File: config.mk
export PLATFORM = sky130hd
export DESIGN_NAME = rc_pwm_two_channel_decoder_unit_flat
export DESIGN_NICKNAME = d
export VERILOG_FILES = /design/src/hdl/rcpwm_pkg.sv /design/src/hdl/rcpwm_in_if.sv /design/src/hdl/rcpwm_out_if.sv /design/src/hdl/rcpwm_cfg_if.sv /design/src/hdl/rcpwm_div.sv /design/src/hdl/rcpwm_ctrl.sv /design/src/hdl/rcpwm_dp.sv /design/src/hdl/rc_pwm_two_channel_decoder_unit.sv /design/src/flat_wrapper.sv
export SDC_FILE = /design/constraint.sdc
export NUM_CORES = 1
export LEC_CHECK = 0
export BUFFER_PORTS_ARGS = -buffer_cell sky130_fd_sc_hd__buf_2
export CAP_MARGIN = 30
export CORE_ASPECT_RATIO = 1.25
export CORE_MARGIN = 8
export CORE_UTILIZATION = 60
export CTS_BUF_LIST = sky130_fd_sc_hd__clkbuf_8
export DETAILED_ROUTE_END_ITERATION = 12
export GPL_TIMING_DRIVEN = 0
export HOLD_SLACK_MARGIN = 0.1
export PLACE_DENSITY_LB_ADDON = 0.25
export SYNTH_ARGS = -nofsm -noshare
export SYNTH_HDL_FRONTEND = slang
export SYNTH_SLANG_ARGS = --single-unit
File: constraint.sdc
create_clock -name clk -period 16.5 [get_ports clk]
set_input_delay 2.475 -clock clk [delete_from_list [all_inputs] [get_ports clk]]
set_output_delay 2.475 -clock clk [all_outputs]
set_load 0.01 [all_outputs]
File: src/hdl/rcpwm_pkg.sv
// rcpwm_pkg: shared types, constants and helpers of the RC PWM decoder.
// Used by the result and register interfaces, the divider, the controller and the datapath.
// No dependencies.
`timescale 1ns / 1ps

package rcpwm_pkg;

    // Field and register widths fixed by the block definition
    localparam int POS_W      = 16;
    localparam int DZ_W       = 14;
    localparam int TIMEOUT_W  = 48;
    localparam int CFG_IDX_W  = 2;
    localparam int CFG_DATA_W = 48;

    // Configuration register indexes
    localparam logic [CFG_IDX_W-1:0] CFG_DEADZONE = 2'd0;
    localparam logic [CFG_IDX_W-1:0] CFG_TANK_MIX = 2'd1;
    localparam logic [CFG_IDX_W-1:0] CFG_TIMEOUT  = 2'd2;

    // Configuration reset values
    localparam logic [DZ_W-1:0]      DEADZONE_RST = 14'd819;
    localparam logic [TIMEOUT_W-1:0] TIMEOUT_RST  = 48'd100000000;

    // Pulse width window in ns: floor(ns / 1000) within 800..2200 us
    localparam logic [31:0] WIDTH_MIN_NS = 32'd800000;
    localparam logic [31:0] WIDTH_MAX_NS = 32'd2200999;
    localparam int          WIDTH_NS_W   = 22;

    // Normalization constants
    localparam int               WUS_W        = 12;
    localparam logic [WUS_W-1:0] MID_STICK_US = 12'd1500;
    localparam int               ABSD_W       = 10;
    localparam int               FRAC_W       = 14;

    // ns to us: floor(x / 1000) == (x * ceil(2^30 / 1000)) >> 30 for x below 2^22
    localparam int                    US_RECIP_W = 21;
    localparam logic [US_RECIP_W-1:0] US_RECIP   = 21'd1073742;
    localparam int                    US_SHIFT   = 30;

    // us offset to Q2.14: floor(d * 16384 / 500) == (d * ceil(2^30 / 125)) >> 18
    // for d up to 700
    localparam int                     RAW_RECIP_W = 24;
    localparam logic [RAW_RECIP_W-1:0] RAW_RECIP   = 24'd8589935;
    localparam int                     RAW_SHIFT   = 18;

    // Divider geometry for the deadzone rescale
    localparam int DIV_NUM_W = 29;
    localparam int DIV_DEN_W = 15;

    localparam logic [DIV_DEN_W-1:0] ONE_Q14 = 15'd16384;

    // Controller to datapath commands
    typedef struct packed {
        logic     take;        // latch the input word
        logic     set_rise;    // store rise time, mark valid
        logic     clr_rise;    // drop the stored rise
        logic     diff_rise;   // diff = time - rise_time[chan]
        logic     diff_age;    // diff = time - last_pulse[age_ch]
        logic     age_ch;
        logic     calc_width;  // latch the width in us
        logic     calc_raw;    // latch the clamped raw magnitude and sign
        logic     div_start;
        logic     write_pos;   // store position, pulse time, seen flag
        logic     pos_zero;    // position inside the deadzone
        logic     load_out;    // fill the output register
    } dp_cmd_t;

    // Datapath to controller status
    typedef struct packed {
        logic is_sample;
        logic is_rising;
        logic rise_valid;
        logic in_range;
        logic div_done;
        logic below_dz;
        logic seen_both;
        logic age_ok;
        logic out_free;
    } dp_status_t;

    // Clamp a widened Q2.14 sum to plus or minus one
    function automatic logic signed [POS_W-1:0] clamp_q14(input logic signed [POS_W:0] v);
        logic signed [POS_W-1:0] r;
        if (v > 17'sd16384)
        begin
            r = 16'sd16384;
        end
        else if (v < -17'sd16384)
        begin
            r = -16'sd16384;
        end
        else
        begin
            r = v[POS_W-1:0];
        end
        return r;
    endfunction

endpackage

File: src/hdl/rcpwm_in_if.sv
// rcpwm_in_if: input channel carrying edge events and sample requests.
// Depends on nothing; width of the timestamp set by TIME_BITS.
`timescale 1ns / 1ps

interface rcpwm_in_if #(parameter int TIME_BITS = 48);
    logic                 valid;
    logic                 ready;
    logic                 cmd;
    logic                 chan;
    logic                 rising;
    logic [TIME_BITS-1:0] time_ns;

    modport source (output valid, cmd, chan, rising, time_ns, input ready);
    modport sink   (input valid, cmd, chan, rising, time_ns, output ready);
endinterface

File: src/hdl/rcpwm_out_if.sv
// rcpwm_out_if: result channel carrying steering and throttle in Q2.14.
// Depends on rcpwm_pkg.
`timescale 1ns / 1ps

interface rcpwm_out_if;
    logic                                 valid;
    logic                                 ready;
    logic signed [rcpwm_pkg::POS_W-1:0]   steering;
    logic signed [rcpwm_pkg::POS_W-1:0]   throttle;

    modport source (output valid, steering, throttle, input ready);
    modport sink   (input valid, steering, throttle, output ready);
endinterface

File: src/hdl/rcpwm_cfg_if.sv
// rcpwm_cfg_if: configuration write channel, register index and data.
// Depends on rcpwm_pkg.
`timescale 1ns / 1ps

interface rcpwm_cfg_if;
    logic                                valid;
    logic                                ready;
    logic [rcpwm_pkg::CFG_IDX_W-1:0]     index;
    logic [rcpwm_pkg::CFG_DATA_W-1:0]    data;

    modport source (output valid, index, data, input ready);
    modport sink   (input valid, index, data, output ready);
endinterface

File: src/hdl/rcpwm_div.sv
// rcpwm_div: restoring unsigned divider, one quotient bit per cycle.
// Depends on rcpwm_pkg for operand widths.
`timescale 1ns / 1ps

module rcpwm_div (
    input  logic                                clk,
    input  logic                                rst_n,
    input  logic                                start,
    input  logic [rcpwm_pkg::DIV_NUM_W-1:0]     num,
    input  logic [rcpwm_pkg::DIV_DEN_W-1:0]     den,
    output logic                                busy,
    output logic                                done,
    output logic [rcpwm_pkg::DIV_NUM_W-1:0]     quot
);
    localparam int NW    = rcpwm_pkg::DIV_NUM_W;
    localparam int DW    = rcpwm_pkg::DIV_DEN_W;
    localparam int CNT_W = $clog2(NW);

    logic [NW-1:0]    acc_reg;
    logic [DW-1:0]    rem_reg;
    logic [DW-1:0]    den_reg;
    logic [CNT_W-1:0] cnt_reg;
    logic             busy_reg;
    logic             done_reg;

    logic [DW:0]   trial;
    logic [DW:0]   trial_sub;
    logic          ge;
    logic [DW-1:0] rem_next;

    // Trial subtract of the divisor from the shifted remainder
    assign trial     = {rem_reg, acc_reg[NW-1]};
    assign trial_sub = trial - {1'b0, den_reg};
    assign ge        = trial >= {1'b0, den_reg};
    assign rem_next  = ge ? trial_sub[DW-1:0] : trial[DW-1:0];

    // Shift numerator bits out and quotient bits in
    always_ff @(posedge clk)
    begin
        if (start) begin
            acc_reg <= num;
            rem_reg <= '0;
            den_reg <= den;
        end else if (busy_reg) begin
            acc_reg <= {acc_reg[NW-2:0], ge};
            rem_reg <= rem_next;
        end
    end

    // Count iterations, flag completion for one cycle
    always_ff @(posedge clk or negedge rst_n)
    begin
        if (!rst_n) begin
            cnt_reg  <= '0;
            busy_reg <= 1'b0;
            done_reg <= 1'b0;
        end else begin
            done_reg <= 1'b0;
            if (start) begin
                cnt_reg  <= '0;
                busy_reg <= 1'b1;
            end else if (busy_reg) begin
                cnt_reg <= cnt_reg + 1'b1;
                if (cnt_reg == CNT_W'(NW - 1)) begin
                    busy_reg <= 1'b0;
                    done_reg <= 1'b1;
                end
            end
        end
    end

    assign busy = busy_reg;
    assign done = done_reg;
    assign quot = acc_reg;

endmodule

File: src/hdl/rcpwm_ctrl.sv
// rcpwm_ctrl: sequencing state machine of the RC PWM decoder.
// Depends on rcpwm_pkg for the command and status structs.
`timescale 1ns / 1ps

module rcpwm_ctrl (
    input  logic                    clk,
    input  logic                    rst_n,
    input  logic                    in_valid,
    output logic                    in_ready,
    input  rcpwm_pkg::dp_status_t   status,
    output rcpwm_pkg::dp_cmd_t      cmd
);
    localparam logic [3:0] S_IDLE   = 4'd0;
    localparam logic [3:0] S_DECODE = 4'd1;
    localparam logic [3:0] S_RANGE  = 4'd2;
    localparam logic [3:0] S_SCALE  = 4'd3;
    localparam logic [3:0] S_DZ     = 4'd4;
    localparam logic [3:0] S_DIV    = 4'd5;
    localparam logic [3:0] S_AGE0   = 4'd6;
    localparam logic [3:0] S_AGE1   = 4'd7;
    localparam logic [3:0] S_LOAD   = 4'd8;

    logic [3:0] state_reg;
    logic [3:0] state_next;

    assign in_ready = (state_reg == S_IDLE);

    // Next state and command decode
    always_comb
    begin
        cmd        = '0;
        state_next = state_reg;
        unique case (state_reg)
            S_IDLE:
            begin
                if (in_valid)
                begin
                    cmd.take   = 1'b1;
                    state_next = S_DECODE;
                end
            end
            S_DECODE:
            begin
                if (status.is_sample)
                begin
                    cmd.diff_age = 1'b1;
                    cmd.age_ch   = 1'b0;
                    state_next   = S_AGE0;
                end
                else if (status.is_rising)
                begin
                    cmd.set_rise = 1'b1;
                    state_next   = S_IDLE;
                end
                else if (status.rise_valid)
                begin
                    cmd.diff_rise = 1'b1;
                    cmd.clr_rise  = 1'b1;
                    state_next    = S_RANGE;
                end
                else
                begin
                    state_next = S_IDLE;
                end
            end
            S_RANGE:
            begin
                if (status.in_range)
                begin
                    cmd.calc_width = 1'b1;
                    state_next     = S_SCALE;
                end
                else
                begin
                    state_next = S_IDLE;
                end
            end
            S_SCALE:
            begin
                cmd.calc_raw = 1'b1;
                state_next   = S_DZ;
            end
            S_DZ:
            begin
                if (status.below_dz)
                begin
                    cmd.write_pos = 1'b1;
                    cmd.pos_zero  = 1'b1;
                    state_next    = S_IDLE;
                end
                else
                begin
                    cmd.div_start = 1'b1;
                    state_next    = S_DIV;
                end
            end
            S_DIV:
            begin
                if (status.div_done)
                begin
                    cmd.write_pos = 1'b1;
                    state_next    = S_IDLE;
                end
            end
            S_AGE0:
            begin
                if (status.seen_both && status.age_ok)
                begin
                    cmd.diff_age = 1'b1;
                    cmd.age_ch   = 1'b1;
                    state_next   = S_AGE1;
                end
                else
                begin
                    state_next = S_IDLE;
                end
            end
            S_AGE1:
            begin
                state_next = status.age_ok ? S_LOAD : S_IDLE;
            end
            S_LOAD:
            begin
                if (status.out_free)
                begin
                    cmd.load_out = 1'b1;
                    state_next   = S_IDLE;
                end
            end
            default:
            begin
                state_next = S_IDLE;
            end
        endcase
    end

    // State register
    always_ff @(posedge clk or negedge rst_n)
    begin
        if (!rst_n)
        begin
            state_reg <= S_IDLE;
        end
        else
        begin
            state_reg <= state_next;
        end
    end

`ifndef SYNTHESIS
    // A divider completion only lands while a division is awaited
    a_done_in_div: assert property (@(posedge clk) disable iff (!rst_n)
        status.div_done |-> (state_reg == S_DIV))
        else $error("divider completion outside the divide state");
`endif

endmodule

File: src/hdl/rcpwm_dp.sv
// rcpwm_dp: datapath of the RC PWM decoder: item latch, per-channel state,
// configuration registers, shared subtractor, divider and output register.
// Depends on rcpwm_pkg and rcpwm_div.
`timescale 1ns / 1ps

module rcpwm_dp #(
    parameter int TIME_BITS = 48
) (
    input  logic                                    clk,
    input  logic                                    rst_n,
    input  rcpwm_pkg::dp_cmd_t                      cmd,
    output rcpwm_pkg::dp_status_t                   status,
    input  logic                                    in_cmd,
    input  logic                                    in_chan,
    input  logic                                    in_rising,
    input  logic [TIME_BITS-1:0]                    in_time_ns,
    input  logic                                    cfg_valid,
    input  logic [rcpwm_pkg::CFG_IDX_W-1:0]         cfg_index,
    input  logic [rcpwm_pkg::CFG_DATA_W-1:0]        cfg_data,
    input  logic                                    out_ready,
    output logic                                    out_valid,
    output logic signed [rcpwm_pkg::POS_W-1:0]      steering,
    output logic signed [rcpwm_pkg::POS_W-1:0]      throttle
);
    localparam int PW    = rcpwm_pkg::POS_W;
    localparam int DZW   = rcpwm_pkg::DZ_W;
    localparam int TOW   = rcpwm_pkg::TIMEOUT_W;
    localparam int NW    = rcpwm_pkg::DIV_NUM_W;
    localparam int DW    = rcpwm_pkg::DIV_DEN_W;
    localparam int WUW   = rcpwm_pkg::WUS_W;
    localparam int ADW   = rcpwm_pkg::ABSD_W;
    localparam int FW    = rcpwm_pkg::FRAC_W;
    localparam int WNW   = rcpwm_pkg::WIDTH_NS_W;
    localparam int WPW   = WNW + rcpwm_pkg::US_RECIP_W;
    localparam int RPW   = ADW + rcpwm_pkg::RAW_RECIP_W;
    localparam int CMP_W = (TIME_BITS > TOW) ? TIME_BITS : TOW;

    // Latched input word
    logic                 cmd_reg;
    logic                 chan_reg;
    logic                 rising_reg;
    logic [TIME_BITS-1:0] time_reg;

    // Per-channel state
    logic [TIME_BITS-1:0]   rise_time_reg [2];
    logic [1:0]             rise_valid_reg;
    logic signed [PW-1:0]   pos_reg [2];
    logic [TIME_BITS-1:0]   last_reg [2];
    logic [1:0]             seen_reg;

    // Configuration
    logic [DZW-1:0] dz_reg;
    logic           mix_reg;
    logic [TOW-1:0] timeout_reg;

    // Arithmetic
    logic [TIME_BITS-1:0] diff_reg;
    logic [TIME_BITS-1:0] diff_next;
    logic [TIME_BITS-1:0] sub_b;
    logic                 sign_reg;

    logic          div_busy;
    logic          div_done;
    logic [NW-1:0] quot;
    logic [NW-1:0] div_num;
    logic [DW-1:0] div_den;

    logic [WPW-1:0] wus_prod;
    logic [WUW-1:0] wus_reg;
    logic [WUW:0]   d_val;
    logic [WUW:0]   d_abs;
    logic [RPW-1:0] raw_prod;
    logic [DW-1:0]  raw_mag;
    logic [DW-1:0]  mag_clamped;
    logic [DW-1:0]  mag_reg;
    logic [DW-1:0]  mag_minus_dz;
    logic [DW-1:0]  dz_ext;
    logic [DW-1:0]  q15;
    logic signed [PW-1:0] pos_next;

    logic signed [PW:0]   c0_ext;
    logic signed [PW:0]   c1_ext;
    logic signed [PW:0]   mix_sum;
    logic signed [PW:0]   mix_diff;
    logic signed [PW-1:0] steer_next;
    logic signed [PW-1:0] thr_next;

    logic                 out_valid_reg;
    logic signed [PW-1:0] steering_reg;
    logic signed [PW-1:0] throttle_reg;

    // Latch the accepted input word
    always_ff @(posedge clk)
    begin
        if (cmd.take)
        begin
            cmd_reg    <= in_cmd;
            chan_reg   <= in_chan;
            rising_reg <= in_rising;
            time_reg   <= in_time_ns;
        end
    end

    // Write configuration registers; unknown indexes drop the word
    always_ff @(posedge clk or negedge rst_n)
    begin
        if (!rst_n)
        begin
            dz_reg      <= rcpwm_pkg::DEADZONE_RST;
            mix_reg     <= 1'b0;
            timeout_reg <= rcpwm_pkg::TIMEOUT_RST;
        end
        else if (cfg_valid)
        begin
            unique case (cfg_index)
                rcpwm_pkg::CFG_DEADZONE: dz_reg      <= cfg_data[DZW-1:0];
                rcpwm_pkg::CFG_TANK_MIX: mix_reg     <= cfg_data[0];
                rcpwm_pkg::CFG_TIMEOUT:  timeout_reg <= cfg_data[TOW-1:0];
                default: ;
            endcase
        end
    end

    // Shared subtractor: pulse width or pulse age, modulo the time width
    assign sub_b     = cmd.diff_age ? last_reg[cmd.age_ch] : rise_time_reg[chan_reg];
    assign diff_next = time_reg - sub_b;

    always_ff @(posedge clk)
    begin
        if (cmd.diff_rise || cmd.diff_age)
        begin
            diff_reg <= diff_next;
        end
    end

    // Width in us by reciprocal multiplication, exact over the accepted window
    assign wus_prod = WPW'(diff_reg[WNW-1:0]) * WPW'(rcpwm_pkg::US_RECIP);

    always_ff @(posedge clk)
    begin
        if (cmd.calc_width)
        begin
            wus_reg <= wus_prod[rcpwm_pkg::US_SHIFT +: WUW];
        end
    end

    // Width in us minus center, split into sign and magnitude
    assign d_val = {1'b0, wus_reg} - {1'b0, rcpwm_pkg::MID_STICK_US};
    assign d_abs = d_val[WUW] ? (~d_val + 1'b1) : d_val;

    // Raw Q2.14 magnitude by reciprocal multiplication, clamped to one
    assign raw_prod    = RPW'(d_abs[ADW-1:0]) * RPW'(rcpwm_pkg::RAW_RECIP);
    assign raw_mag     = raw_prod[rcpwm_pkg::RAW_SHIFT +: DW];
    assign mag_clamped = (raw_mag > rcpwm_pkg::ONE_Q14) ? rcpwm_pkg::ONE_Q14 : raw_mag;

    // Hold the magnitude and sign of the offset for the deadzone step
    always_ff @(posedge clk)
    begin
        if (cmd.calc_raw)
        begin
            mag_reg  <= mag_clamped;
            sign_reg <= d_val[WUW];
        end
    end

    // Strip the deadzone and rescale the rest to full range
    assign dz_ext       = {1'b0, dz_reg};
    assign mag_minus_dz = mag_reg - dz_ext;
    assign div_num      = {mag_minus_dz, {FW{1'b0}}};
    assign div_den      = rcpwm_pkg::ONE_Q14 - dz_ext;

    rcpwm_div u_div (
        .clk   (clk),
        .rst_n (rst_n),
        .start (cmd.div_start),
        .num   (div_num),
        .den   (div_den),
        .busy  (div_busy),
        .done  (div_done),
        .quot  (quot)
    );

    // Signed position from the rescaled magnitude
    assign q15 = quot[DW-1:0];
    always_comb
    begin
        if (cmd.pos_zero)
        begin
            pos_next = '0;
        end
        else if (sign_reg)
        begin
            pos_next = PW'(0) - {1'b0, q15};
        end
        else
        begin
            pos_next = {1'b0, q15};
        end
    end

    // Per-channel valid flags
    always_ff @(posedge clk or negedge rst_n)
    begin
        if (!rst_n)
        begin
            rise_valid_reg <= '0;
            seen_reg       <= '0;
        end
        else
        begin
            if (cmd.set_rise)
            begin
                rise_valid_reg[chan_reg] <= 1'b1;
            end
            if (cmd.clr_rise)
            begin
                rise_valid_reg[chan_reg] <= 1'b0;
            end
            if (cmd.write_pos)
            begin
                seen_reg[chan_reg] <= 1'b1;
            end
        end
    end

    // Per-channel times and positions
    always_ff @(posedge clk)
    begin
        if (cmd.set_rise)
        begin
            rise_time_reg[chan_reg] <= time_reg;
        end
        if (cmd.write_pos)
        begin
            pos_reg[chan_reg]  <= pos_next;
            last_reg[chan_reg] <= time_reg;
        end
    end

    // Tank mix or straight pass
    assign c0_ext     = {pos_reg[0][PW-1], pos_reg[0]};
    assign c1_ext     = {pos_reg[1][PW-1], pos_reg[1]};
    assign mix_sum    = c0_ext + c1_ext;
    assign mix_diff   = c1_ext - c0_ext;
    assign steer_next = mix_reg ? rcpwm_pkg::clamp_q14(mix_diff) : pos_reg[0];
    assign thr_next   = mix_reg ? rcpwm_pkg::clamp_q14(mix_sum)  : pos_reg[1];

    // Output register, drained by the receiver
    always_ff @(posedge clk or negedge rst_n)
    begin
        if (!rst_n)
        begin
            out_valid_reg <= 1'b0;
        end
        else if (cmd.load_out)
        begin
            out_valid_reg <= 1'b1;
        end
        else if (out_ready)
        begin
            out_valid_reg <= 1'b0;
        end
    end

    always_ff @(posedge clk)
    begin
        if (cmd.load_out)
        begin
            steering_reg <= steer_next;
            throttle_reg <= thr_next;
        end
    end

    assign out_valid = out_valid_reg;
    assign steering  = steering_reg;
    assign throttle  = throttle_reg;

    // Status back to the controller
    assign status.is_sample  = cmd_reg;
    assign status.is_rising  = rising_reg;
    assign status.rise_valid = rise_valid_reg[chan_reg];
    assign status.in_range   = (diff_reg >= TIME_BITS'(rcpwm_pkg::WIDTH_MIN_NS)) &&
                               (diff_reg <= TIME_BITS'(rcpwm_pkg::WIDTH_MAX_NS));
    assign status.div_done   = div_done;
    assign status.below_dz   = mag_reg < dz_ext;
    assign status.seen_both  = seen_reg[0] && seen_reg[1];
    assign status.age_ok     = CMP_W'(diff_reg) <= CMP_W'(timeout_reg);
    assign status.out_free   = !out_valid_reg || out_ready;

`ifndef SYNTHESIS
    // Never restart the divider mid-division
    a_div_idle_start: assert property (@(posedge clk) disable iff (!rst_n)
        cmd.div_start |-> !div_busy)
        else $error("divider started while busy");

    // Never overwrite a result the receiver has not taken
    a_load_free: assert property (@(posedge clk) disable iff (!rst_n)
        cmd.load_out |-> (!out_valid_reg || out_ready))
        else $error("output register overwritten");

    // A stored position marks its channel as seen
    a_seen_after_write: assert property (@(posedge clk) disable iff (!rst_n)
        cmd.write_pos |=> seen_reg[$past(chan_reg)])
        else $error("channel not marked seen after position write");
`endif

endmodule

File: src/hdl/rc_pwm_two_channel_decoder_unit.sv
// rc_pwm_two_channel_decoder_unit: top level of the two-channel RC PWM decoder.
// Depends on rcpwm_pkg, the channel interfaces, rcpwm_ctrl and rcpwm_dp.
`timescale 1ns / 1ps
//
// Usage:
//   in_ch  : valid/ready word of cmd, chan, rising, time_ns. An edge word
//            (cmd 0) updates channel state and gives no result; a sample
//            word (cmd 1) gives one steering/throttle word on out_ch when
//            both channels had an in-window pulse no older than timeout_ns.
//   out_ch : valid/ready word of steering and throttle, signed Q2.14.
//   cfg_ch : register writes, always ready: 0 deadzone, 1 tank_mix,
//            2 timeout_ns; other indexes are dropped. Write only when idle.
// Sequence: one word is in work at a time and in_ch.ready is high only when
//   idle. A rising edge, or a falling edge with no stored rise, passes the
//   decode state only; a falling edge outside the window also the range
//   state. An accepted width then passes scale and deadzone states and, outside
//   the deadzone, the 29-step bit-serial divider of the deadzone rescale.
//   A sample passes decode and the age checks; a reported one then waits in
//   the load state until the output register frees and is registered there.
// Stall: the result sits in an output register, so new words are accepted
//   while it waits; a further sample result waits until that register frees.
// Reset: clears the valid flags, the output register and the configuration
//   to deadzone 819, tank_mix 0, timeout_ns 100000000. No clearing pass.

module rc_pwm_two_channel_decoder_unit #(
    parameter int TIME_BITS = 48
) (
    input  logic            clk,
    input  logic            rst_n,
    rcpwm_in_if.sink        in_ch,
    rcpwm_out_if.source     out_ch,
    rcpwm_cfg_if.sink       cfg_ch
);
    rcpwm_pkg::dp_cmd_t    dp_cmd;
    rcpwm_pkg::dp_status_t dp_status;

    // Configuration writes are always accepted and land in the cycle after
    assign cfg_ch.ready = 1'b1;

    rcpwm_ctrl u_ctrl (
        .clk      (clk),
        .rst_n    (rst_n),
        .in_valid (in_ch.valid),
        .in_ready (in_ch.ready),
        .status   (dp_status),
        .cmd      (dp_cmd)
    );

    rcpwm_dp #(
        .TIME_BITS (TIME_BITS)
    ) u_dp (
        .clk        (clk),
        .rst_n      (rst_n),
        .cmd        (dp_cmd),
        .status     (dp_status),
        .in_cmd     (in_ch.cmd),
        .in_chan    (in_ch.chan),
        .in_rising  (in_ch.rising),
        .in_time_ns (in_ch.time_ns),
        .cfg_valid  (cfg_ch.valid),
        .cfg_index  (cfg_ch.index),
        .cfg_data   (cfg_ch.data),
        .out_ready  (out_ch.ready),
        .out_valid  (out_ch.valid),
        .steering   (out_ch.steering),
        .throttle   (out_ch.throttle)
    );

endmodule

File: src/flat_wrapper.sv
// flat-port wrapper written by rule: the top's interface ports become plain ports
module rc_pwm_two_channel_decoder_unit_flat 
#(
    parameter int TIME_BITS = 48
)
  (clk, rst_n, in_ch_valid, in_ch_cmd, in_ch_chan, in_ch_rising, in_ch_time_ns, in_ch_ready, out_ch_valid, out_ch_steering, out_ch_throttle, out_ch_ready, cfg_ch_valid, cfg_ch_index, cfg_ch_data, cfg_ch_ready);
  rcpwm_in_if #(.TIME_BITS(TIME_BITS)) in_ch_i ();
  rcpwm_out_if out_ch_i ();
  rcpwm_cfg_if cfg_ch_i ();
  input  logic clk;
  input  logic rst_n;
  input wire logic [$bits(in_ch_i.valid)-1:0] in_ch_valid;
  input wire logic [$bits(in_ch_i.cmd)-1:0] in_ch_cmd;
  input wire logic [$bits(in_ch_i.chan)-1:0] in_ch_chan;
  input wire logic [$bits(in_ch_i.rising)-1:0] in_ch_rising;
  input wire logic [$bits(in_ch_i.time_ns)-1:0] in_ch_time_ns;
  output wire logic [$bits(in_ch_i.ready)-1:0] in_ch_ready;
  output wire logic [$bits(out_ch_i.valid)-1:0] out_ch_valid;
  output wire logic [$bits(out_ch_i.steering)-1:0] out_ch_steering;
  output wire logic [$bits(out_ch_i.throttle)-1:0] out_ch_throttle;
  input wire logic [$bits(out_ch_i.ready)-1:0] out_ch_ready;
  input wire logic [$bits(cfg_ch_i.valid)-1:0] cfg_ch_valid;
  input wire logic [$bits(cfg_ch_i.index)-1:0] cfg_ch_index;
  input wire logic [$bits(cfg_ch_i.data)-1:0] cfg_ch_data;
  output wire logic [$bits(cfg_ch_i.ready)-1:0] cfg_ch_ready;
  assign in_ch_i.valid = in_ch_valid;
  assign in_ch_i.cmd = in_ch_cmd;
  assign in_ch_i.chan = in_ch_chan;
  assign in_ch_i.rising = in_ch_rising;
  assign in_ch_i.time_ns = in_ch_time_ns;
  assign in_ch_ready = in_ch_i.ready;
  assign out_ch_valid = out_ch_i.valid;
  assign out_ch_steering = out_ch_i.steering;
  assign out_ch_throttle = out_ch_i.throttle;
  assign out_ch_i.ready = out_ch_ready;
  assign cfg_ch_i.valid = cfg_ch_valid;
  assign cfg_ch_i.index = cfg_ch_index;
  assign cfg_ch_i.data = cfg_ch_data;
  assign cfg_ch_ready = cfg_ch_i.ready;
  rc_pwm_two_channel_decoder_unit #(.TIME_BITS(TIME_BITS)) u_core (.clk(clk), .rst_n(rst_n), .in_ch(in_ch_i), .out_ch(out_ch_i), .cfg_ch(cfg_ch_i));
endmodule
==> After elaboration in Yosys (flattened, before gate mapping) <==
Memory sizes are Yosys's and may differ from the RTL's. A register that Yosys moved wholly into a read port is not among the register bits.
Index checks and enable logic that the tools add are counted.
{ "word_totals": {"latchBits": 0, "word_cells": 151, "out_inout_bits": 35, "n_memories": 3, "in_bits": 106, "rom_bits": 0, "register_bits": 297, "ramBits": 224} }
{ "op_classes": {"order_cmp": 12, "n_reduce_logical": 15, "n_div": 0, "bitwise": 5, "muxes": 66, "mul": 2, "eq_ne": 14, "add_sub_neg": 10, "n_shift": 0} }
{ "memory_table": {"columns": ["memory", "depth", "word_bits", "read_ports", "rd_ports_with_merged_regs", "wr", "line_no", "source"], "rows": [
  ["u_core.u_dp.last_reg", 2, 48, 1, 0, 1, "rcpwm_dp.sv:48", "logic [TIME_BITS-1:0] last_reg [2];"],
  ["u_core.u_dp.rise_time_reg", 2, 48, 1, 1, 1, "rcpwm_dp.sv:45", "logic [TIME_BITS-1:0] rise_time_reg [2];"],
  ["u_core.u_dp.pos_reg", 2, 16, 2, 0, 1, "rcpwm_dp.sv:47", "logic signed [PW-1:0] pos_reg [2];"]
]} }
{ "ops": {"columns": ["operator", "n"], "rows": [
  ["two-way mux 16 bit", 8],
  ["two-way mux 29 bit", 2],
  [">= comparator 48 x 20 -> 1 bit (second input constant)", 1],
  ["less-or-equal comparator 48 x 22 -> 1 bit (second input constant)", 1],
  ["less-or-equal comparator 48 bit", 1],
  ["two-way mux 48 bit", 1],
  ["subtractor 48 bit", 1],
  ["multiplier 22 x 20 -> 41 bit (second input constant)", 1],
  ["case mux 4 bit (9 select lines)", 1],
  ["> comparator 17 x 16 -> 1 bit (second input constant)", 2],
  ["less-than comparator 17 x 15 -> 1 bit (second input constant)", 2],
  ["multiplier 10 x 24 -> 33 bit (second input constant)", 1],
  ["two-way mux 1 bit", 28],
  ["two-way mux 4 bit", 6],
  ["two-way mux 2 bit", 9],
  ["adder 16 x 16 -> 17 bit", 1],
  ["subtractor 16 x 16 -> 17 bit", 1],
  ["== test 4 x 3 -> 1 bit (second input constant)", 4],
  [">= comparator 16 x 15 -> 1 bit", 1],
  ["subtractor 1 x 15 -> 16 bit (first input constant)", 1],
  ["> comparator 15 bit (second input constant)", 1],
  ["less-than comparator 15 x 14 -> 1 bit", 1],
  ["two-way mux 15 bit", 1],
  ["subtractor 15 x 14 -> 15 bit", 1],
  ["other kinds (33)", 47]
]} }

==> Longest topological paths before layout <==
Gate-level depths: netlist of the first run.
{ "logic_depth": {"word_depth": 9, "depth_mapped": 28, "mapped_depth_nobuf": 28} }

==> Cells and area by module <==
Synthesis of the first run repeated with hierarchy kept, for this count alone.
{ "hier_totals": {"hier_cells": 3325, "hier_area_um2": 36974.2} }
{ "by_module_without_submodules": {"columns": ["module", "instances", "area_each_um2", "cells_per_inst", "seq_area_each_um2"], "rows": [
  ["rcpwm_dp", 1, 32946.6, 2964, 13245.2],
  ["rcpwm_div", 1, 3577.2, 310, 1796.7],
  ["rcpwm_ctrl", 1, 439.2, 49, 100.1],
  ["rc_pwm_two_channel_decoder_unit", 1, 11.3, 2, 0.0]
]} }

==> Worst setup path before layout of the first run <==
No wires, ideal clock.
{ "synth_path": {"path_kind": "register to register", "startpoint": "register u_core.u_dp.wus_reg[2]", "endpoint": "register u_core.u_dp.mag_reg[10] (data pin)", "period_less_slack_ns": 7.075, "setup_ns": 0.254, "path_stages_with_launch": 28, "arrival_time_ns": 6.821, "path_buffers": 1, "path_slack_ns": 9.425, "required_time_ns": 16.246, "path_cell_list": "edfxtp_1 > ha_1 > a21oi_2 > xnor2_1 > nor3_1 > a21oi_1 > o21ai_0 > xnor2_1 > ha_1 > ha_1 > or2_2 > fa_1 > inv_1 > fa_1 > inv_1 > fa_1 > fa_1 > ha_1 > a21o_1 > a21o_1 > a221oi_1 > o21ai_1 > a21oi_2 > nor3_1 > o31ai_2 > xnor2_2 > buf_4 > nor2_1"} }
{ "synth_between": {"elab_chain_len": 6} }
{ "synth_lines": {"columns": ["item", "line_no", "source"], "rows": [
  ["start: declaration", "rcpwm_dp.sv:69", "logic [WUW-1:0] wus_reg;"],
  ["start signal: assignment", "rcpwm_dp.sv:143", "wus_reg <= wus_prod[rcpwm_pkg::US_SHIFT +: WUW];"],
  ["subtractor 12 x 11 -> 13 bit (*)", "rcpwm_dp.sv:148", "assign d_val = {1'b0, wus_reg} - {1'b0, rcpwm_pkg::MID_STICK_US};"],
  ["NOT 10 bit", "rcpwm_dp.sv:149", "assign d_abs = d_val[WUW] ? (~d_val + 1'b1) : d_val;"],
  ["adder 10 x 1 -> 10 bit", "rcpwm_dp.sv:149", null],
  ["two-way mux 10 bit (*)", "rcpwm_dp.sv:149", null],
  ["multiplier 10 x 24 -> 33 bit (*)", "rcpwm_dp.sv:152", "assign raw_prod = RPW'(d_abs[ADW-1:0]) * RPW'(rcpwm_pkg::RAW_RECIP);"],
  ["> comparator 15 bit", "rcpwm_dp.sv:154", "assign mag_clamped = (raw_mag > rcpwm_pkg::ONE_Q14) ? rcpwm_pkg::ONE_Q14 : raw_mag;"],
  ["end signal: assignment", "rcpwm_dp.sv:161", "mag_reg <= mag_clamped;"],
  ["end: declaration", "rcpwm_dp.sv:75", "logic [DW-1:0] mag_reg;"]
]} }
Every way passes the cells marked *; elsewhere a longest branch is shown, timed or not.
A chain may end at the register's enable or synchronous reset.

==> Final worst setup path of the first run <==
{ "layout_path": {"startpoint": "register u_core.u_dp.wus_reg[0]", "endpoint": "register u_core.u_dp.mag_reg[10] (data pin)"} }
The elaborated chain is that of the path after synthesis.

==> flow_results.org, run 1 <==
** Critical path
- The worst setup path is of the reg2reg kind.
- Critical path required time :: 16.92 ns
- Worst reg2reg startpoint :: u_core.u_dp.wus_reg[0]$_DFFE_PP_
- Cell with the largest stage delay on the worst path :: edfxtp_1
- CP bufs+invs :: 5
- The worst setup path is launched from a flop.
- Largest stage delay, worst path :: 0.67 ns
- The worst register-to-register path has a depth of 27.
- On the critical path the largest part of the delay comes from adder cells.
- The worst setup path is captured at a flop.
- Maximum fanout along the worst path :: 10
- Arrival @ worst endpoint :: 8.63 ns
- Count of cell instances traversed by the critical path :: 27
- Critical Path Start :: u_core.u_dp.wus_reg[0]$_DFFE_PP_

** Synth
- Post-synthesis compound-gate area fraction :: 12.1%
- Post-synthesis cell type count :: 93
- The synthesized design contains 413 enable-type register cells.
- Summing the areas of all xor and xnor instances in the mapped netlist gives 3.72% of the synthesized area.
- Area share of and/or/nand/nor cells after synthesis :: 8.51%
- Async SR Flop Fraction :: 15.1%
- Sequential cells were found to cover 42.0% of the synthesized design area.
- Synthesized Nets :: 3866
- Synth Area in Adders :: 24.4%
- Main combinational cell family by area after synthesis :: adder cells
- Synthesized instance count :: 3151
- Post-synthesis cell area :: 35700 um^2
- Multiplexer area fraction after synthesis :: 3.61%
- Averaged over all synthesized cells, the footprint is 11.3 um^2.
- Among all flip-flop cells after synthesis, the most frequent one is edfxtp_1.
- Warning count from the yosys run :: 0
- The synthesized design contains 522 register bits.

** GRT
- Grt total ovfl :: 0
- The via count of the first global-routing pass is 26200.
- First-pass GRT wire length :: 138000 um
- The initial antenna violation count came to 1.
- For this run, the total global-route usage over all layers was measured as 26.2%.
- Entering global routing, the biggest net connects 49 pins.

** Route
- After detailed routing, the average wire length per cell comes to 20.7 um.
- Router iterations before antenna repair :: 5
- Residual antenna-violating net count after detailed routing :: 0
- The detailed router finished its first iteration with 1299 violations.
- Vias after detailed routing :: 24800
- Post-route DRC violation count :: 0
- Vias/cell :: 5.87
- Final wirelength :: 87500 um

** Die
- The die covers 67700 um^2.
- Measured along the x axis, the die boundary spans 234 um.
- Std-Cell Core Area :: 59200 um^2
- For this design the top-level I/O count stands at 141.
- In this run the core area contains 100 standard-cell rows.
- The die is 289 um tall.
- Initial Utilization :: 60.4%

** Finish
- Cells with a size suffix above 1 make up 12.7% of the layout.
- Once layout is complete, the utilization of the core stands at 66.5%.
- The net count of the finished layout is 4110.
- Growth of design area from synthesis to finish :: 10.2%

** Clock tree
- In this run, post-CTS repair resized a total of 0 instances.
- After clock tree synthesis, the clock-pin slew on the worst setup and hold paths is 0.06 ns.
- Worst-case clock buffer depth :: 3
- Cts bufs inserted :: 84
- Buffers added to address setup during post-CTS repair amount to 0.
- TritonCTS clock tree :: done
- Buffer cell driving the clock tree root :: clkbuf_8
- In this run the number of H-tree levels came out at 3.
- CTS Hold Bufs :: 0
- For the worst-skew pair, the clock arrives at the later sink with an insertion delay of 0.68 ns.
- Total number of clock tree sinks :: 522

** Status
- The run finished with clean final reports.

** Placement
- Post-detailed-placement half-perimeter wirelength :: 69400 um
- Quantity of I/O buffers inserted on ports :: 139
- Global placer's final weighted congestion :: 0.957

** Timing
- Of the available clock period, the critical path in the final layout requires 49.8%.
- Final worst path period need :: 8.21 ns
- Fin Setup TNS :: 0 ns
- At the pin with the least slew margin, the transition time is 1.06 ns.
- Final count of negative-setup-slack endpoints :: 0
- Worst clock skew :: 0.0498 ns
- Setup repair after global routing left no endpoint under its margin.
- Slew Limit Headroom :: 27.3%
- Based on the critical path, the design can be clocked at up to 122 MHz.
- The number of endpoints with negative hold slack in the final report was 0.
- The final max-slew violation count came to 0.

** Worst hold path
- Classification of the worst-slack hold path :: reg2reg
- The worst hold path begins at u_core.u_dp.seen_reg[1]$_DFFE_PN0P_.
- Along the worst hold path, the cell count comes to 1.

** Flow run
- Max-cap violations in this run came to 0.
## per-stage QoR
step                area (um^2)  cells  worst slack, ns  hold slack (ns)
CTS                       39400   4224             8.22            0.469
finish                    39400   4225             8.29            0.466
floorplan                 35700   3151             9.42            0.439
detailed placement        37700   4074             8.26            0.455
global placement          37400   4055             8.06            0.453
global route              39400   4225             7.81            0.489
## synthesized netlist by cell type, drive strengths merged (27+ instances only)
master	number	area, um^2
ha	462	5780
inv	445	1670
edfxtp	413	12400
nor2	210	791
fa	147	2940
a21oi	142	726
o21ai	131	674
nand2	121	454
xnor2	102	901
a21o	77	578
mux2i	71	714
dfrtp	61	1530
a221oi	53	664
nand3	53	265
mux2	51	574
xor2	49	429
clkbuf	47	176
a211oi	44	368
nor3	35	186
nor2b	33	206
nand2b	32	200
dfxtp	30	601
buf	28	155
nand4	27	169
## layer usage
metal | global-route usage [%] | vias up | share of wire, %
li1 | - | 11700 | -
met1 | 29.0 | 12100 | 38
met2 | 48.8 | 765 | 53
met3 | 3.47 | 255 | 4.3
met4 | 12.8 | 0 | 4.9
met5 | 0 | - | 0
## kinds of logic after synthesis
group                      after synthesis
and+or+nand+nor                        623
buffers and inverters                  521
xor gates and xnor gates               151
muxes                                  122
AOI/OAI and AO/OA                      602
other                                    1
DFF                                    522
adders and majority gates              609
## worst paths after layout
kind / end / slack [ns]
max: u_core.u_dp.mag_reg[10]$_SDFFCE_PN0P_ / 8.29
min: u_core.u_dp.seen_reg[1]$_DFFE_PN0P_ / 0.47
max reg2reg: u_core.u_dp.mag_reg[10]$_SDFFCE_PN0P_ / 8.29
min reg2reg: u_core.u_dp.seen_reg[1]$_DFFE_PN0P_ / 0.47
max in group asynchronous: u_core.u_dp.timeout_reg[26]$_DFFE_PN1P_ / 14.02
min in group asynchronous: u_core.u_dp.u_div.busy$_DFF_PN0_ / 1.78
## placed cells by master, fill, tap and decap left out, types with 12 or more instances in the layout
cell type / Yosys / final
a221oi_1: 21 / 21
mux2i_1: 70 / 70
xnor2_1: 101 / 101
inv_1: 444 / 466
dfstp_2: 18 / 18
nor3_1: 34 / 33
nor2b_1: 33 / 31
clkbuf_1: 47 / 47
fa_1: 147 / 147
nand4_1: 27 / 27
buf_4: 7 / 13
dfxtp_1: 30 / 30
buf_2: 13 / 152
o21a_1: 23 / 23
or3_1: 14 / 13
clkbuf_8: 0 / 94
a221oi_2: 32 / 32
a211oi_1: 38 / 38
ha_1: 462 / 462
dfrtp_1: 61 / 61
o21ai_0: 119 / 119
nor4_1: 17 / 17
a31oi_1: 12 / 12
clkinv_1: 1 / 18
a21oi_1: 138 / 138
a21o_1: 77 / 77
mux2_2: 51 / 51
and3_1: 21 / 20
nand2b_1: 32 / 32
nand2_1: 121 / 121
nor2_1: 209 / 208
nand3_1: 53 / 53
edfxtp_1: 413 / 413
xor2_1: 49 / 49
## layout make-up
class / instances / area (um^2)
clock buffers: 94 / 1290
clock inverters: 56 / 348
flip-flops and latches: 522 / 15000
multi-input cells: 2108 / 18800
fillers: 4568 / 19800
inverters: 446 / 1670
diodes: 1 / 2.50
repair buffers: 158 / 992
well taps: 765 / 957
plain buffers: 75 / 332
Power of run 1 is not shown: default switching activity piles up to over one toggle a cycle in this logic, so the estimate is an artifact.
==> inputs of run 2 (changes only) <==
--- a/config.mk
+++ b/config.mk
@@ -5,11 +5,12 @@
 export SDC_FILE = /design/constraint.sdc
 export NUM_CORES = 1
 export LEC_CHECK = 0
+export ABC_AREA = 1
 export BUFFER_PORTS_ARGS = -buffer_cell sky130_fd_sc_hd__buf_2
 export CAP_MARGIN = 30
 export CORE_ASPECT_RATIO = 1.25
 export CORE_MARGIN = 8
-export CORE_UTILIZATION = 60
+export CORE_UTILIZATION = 59
 export CTS_BUF_LIST = sky130_fd_sc_hd__clkbuf_8
 export DETAILED_ROUTE_END_ITERATION = 12
 export GPL_TIMING_DRIVEN = 0
==> constraint.sdc (replaced) <==
create_clock -name clk -period 7.3 [get_ports clk]
set_input_delay 1.095 -clock clk [delete_from_list [all_inputs] [get_ports clk]]
set_output_delay 1.095 -clock clk [all_outputs]
set_load 0.01 [all_outputs]
==> run 2 against run 1 <==
Compared with the run above: hold slack got worse by 0.21 ns; clock skew is 0.0064 ns lower; count of clock-buffer cells in the layout down 3; cell area grew 4.1%; via count increased by 14%; routed wire length grew 7.8%; non-clock buffer count down 4; critical path depth fell by 5; critical endpoint is now u_core.u_dp.diff_reg[44]$_DFFE_PP_; largest cell class unchanged.
==> flow_results.org, run 2 <==
** Synth
- During synthesis, Yosys emitted a total of 0 warnings.
- Leading post-synthesis cells by instance count :: inv_1 (690), nand2_1 (674), ha_1 (462)
- Among all flip-flop cells after synthesis, the most frequent one is edfxtp_1.
- After synthesis, the largest area contributor takes up 33.4% of total cell area.
- Synthesized Nets :: 4680
- Count of flip-flops with a built-in enable after synthesis :: 413
- Counting every instance in the synthesized netlist gives 3965.
- For this run, the register share of the synthesized area comes to 40.4%.
- Number of flip-flops and latches in the synthesized netlist :: 522
- Post-synthesis cell type count :: 67
- Mean instance size in the synthesized netlist :: 9.38 um^2
- Summed over all instances, the cell type with the most area after synthesis is edfxtp_1.
- Biggest area contributors in the synthesized netlist :: edfxtp_1 (33%), ha_1 (16%), fa_1 (7.9%)
- Yosys instantiated no cell more often than inv_1.
- Async SR Flop Fraction :: 15.1%
- The mapped netlist covers 37200 um^2.

** Finish
- Combined flip-flop and latch cell area :: 15000 um^2
- Most common cell after layout, fill and taps aside :: inv_1
- Fill cells in the final layout number 5232.
- Area taken by multi-input logic gates :: 19400 um^2
- The library cells used most frequently in the layout, excluding fill and tap cells, are inv_1 (717), nand2_1 (671), ha_1 (461).
- Growth of design area from synthesis to finish :: 10.2%
- For this run, the post-layout net count is 4922.
- Share of post-route cells with drive strength above 1 :: 9.76%

** Critical path
- At the worst endpoint, the required time is 7.75 ns.
- STA classifies the critical path endpoint as a flop.
- Of all nets on the critical path, the largest fanout is 10.
- Setup Crit Path Kind :: reg2reg
- Critical Path Start :: u_core.u_dp.diff_reg[7]$_DFFE_PP_
- At the worst endpoint, the arrival time is 7.34 ns.
- STA classifies the critical path startpoint as a flop.
- The startpoint identified for the worst register-to-register timing path is u_core.u_dp.diff_reg[7]$_DFFE_PP_.

** Clock tree
- The H-tree was split into 3 levels.
- Worst-case clock buffer depth :: 3
- The cell sitting at the root of the clock tree is a clkbuf_8.
- TritonCTS built the clock tree.
- Counting the buffers created by CTS gives 82.
- CTS Hold Bufs :: 0
- The later pin in the worst-skew pair is clocked with a latency of 0.72 ns.
- Clock-pin slew was measured on the worst setup and hold paths at 0.07 ns.
- Total number of clock tree sinks :: 522

** Route
- After detailed routing, the average wire length per cell comes to 18.4 um.
- Vias after detailed routing :: 28200
- The detail route stage leaves a number of antenna-violating nets equal to 0.
- In the routed design, unresolved DRC markers number 0.
- Starting DRT DRC Count :: 1658
- Vias/cell :: 5.51
- The first detailed-routing pass ran for 6 iterations.
- Final wirelength :: 94300 um

** Timing
- Static timing analysis puts the maximum clock frequency at 145 MHz.
- The worst pin sits at a relative slew slack of 35.3%.
- Final count of negative-setup-slack endpoints :: 0
- Final hold violation count :: 0
- After layout, the worst setup slack is 0.410 ns.
- The final max-slew violation count is 0.
- In the finished design, the share of the clock period the worst path needs comes to 94.4%.
- Between clock sinks in the finished design, the worst skew comes to 0.0434 ns.
- The routed design could run at a clock period as short as 6.89 ns.
- Tightest Pin Transition :: 0.947 ns

** Die
- Std-Cell Core Area :: 62800 um^2
- 141 I/O pins were placed.
- Die width :: 241 um
- In this run the vertical extent of the chip is 297 um.
- The initial utilization of the core area, before any placement, comes to 59.2%.
- Placement Rows :: 103
- The die covers 71300 um^2.

** GRT
- Total track usage :: 26.7%
- Number of antenna violations at the first check in global routing :: 1
- For this run the aggregate overflow at the end of global routing stands at 0.
- The via count of the first global-routing pass was 28900.
- First-pass GRT wire length :: 149000 um
- Entering global routing, the biggest net connects 67 pins.

** Placement
- Post-detailed-placement half-perimeter wirelength :: 75900 um
- The count of buffers added on input and output ports is 139.
- Global placer's final weighted congestion :: 0.996
- OpenSTA, run right after detailed placement, puts the worst setup slack at -0.122 ns.

** Status
- Outcome :: finished, final reports clean

** Flow run
- Max-cap violations in this run came to 0.

** Worst hold path
- The min-delay analysis places its worst path in the category in2async.
-- run 2: changes by cell type after synthesis, sizes merged, moves of 65 or more --
cell and change:
nand2 +565, a21oi +179, inv +249, mux2i -70, nand3 +105, xnor2 -65
-- run 2: worst paths after layout --
check                                                           to  slack (ns)  cells past startpoint
max in group asynchronous  u_core.u_dp.timeout_reg[21]$_DFFE_PN1P_        6.35                      2
min                             u_core.u_dp.dz_reg[12]$_DFFE_PN0P_        0.26                      1
max reg2reg                     u_core.u_dp.diff_reg[44]$_DFFE_PP_        0.41                     22
min in group clk               u_core.u_dp.seen_reg[0]$_DFFE_PN0P_        0.48                      2
min reg2reg                    u_core.u_dp.seen_reg[0]$_DFFE_PN0P_        0.48                      2
max                             u_core.u_dp.diff_reg[44]$_DFFE_PP_        0.41                     22
-- run 2: logic make-up (layout without fill, tap and decap cells) --
logic type,after synthesis,after routing,synth area share [%]
AO/OA/AOI/OAI,645,645,9.64
XOR/XNOR,133,133,3.19
adder cells (fa/ha/maj),609,609,23.5
buffers and inverters,766,1073,7.85
flip-flops,522,522,40.4
multiplexers,48,48,1.45
other,1,2,0.0101
AND/OR/NAND/NOR,1241,1241,14.0
-- run 2: repair_timing --
item / CTS / global route
setup endpoints to repair: 11 / 14
resized for setup: 1 / 18
setup buffers: 1 / 3
pin swaps: 0 / 2
-- run 2: layout make-up --
cell class	count	share of cell area [%]
plain buffers	71	0.757
multi-input cells	2677	47.3
diodes	1	0.00611
repair buffers	158	2.40
flip-flops and latches	522	36.6
clock inverters	58	0.891
clock buffers	91	3.06
inverters	695	6.37
well taps	840	2.56
-- run 2: critical path: stages (launching register included) --
cell      delay, ns
edfxtp_1       0.66
ha_1           0.44
nand4_1        0.11
nor3_1         0.48
nand3_1        0.18
o21ai_1        0.44
clkbuf_1       0.73
clkbuf_1       0.59
nand3_1        0.15
nand2_1        0.12
a21oi_1        0.05
ha_1           0.37
a21oi_1        0.25
nand2_1        0.11
a21oi_1        0.21
inv_1          0.08
a31oi_1        0.22
o21ai_0        0.24
a21oi_1        0.47
nor3_1         0.13
o21ai_0        0.28
nand3_1        0.13
xor2_1         0.18
-- run 2: layer usage --
metal | global-route usage (%) | part of all wire, % | vias to the layer above | wire [um]
met4 | 15.1 | 6.0 | 0 | 5630
met1 | 30.8 | 39 | 13300 | 36400
met5 | 0 | 0 | - | 0
met3 | 3.22 | 4.9 | 240 | 4620
li1 | - | - | 13800 | -
met2 | 47.8 | 51 | 824 | 47700
-- run 2: through the flow --
| step | cells | hold WS (ns) | setup TNS, ns | utilization, % | cell area (um^2) |
|---|---|---|---|---|---|
| final | 5113 | 0.259 | 0 | 65.3 | 41000 |
| after global routing | 5113 | 0.238 | -0.0153 | 65.3 | 41000 |
| after CTS | 5109 | 0.224 | 0 | 65.1 | 40900 |
| after detailed placement | 4959 | 0.460 | -1.10 | 62.5 | 39200 |
| after global placement | 4944 | 0.450 | -135.05 | 62.0 | 38900 |
| after floorplan | 3965 | 0.427 | 0 | - | 37200 |
Power of run 2 is left out for the same reason.
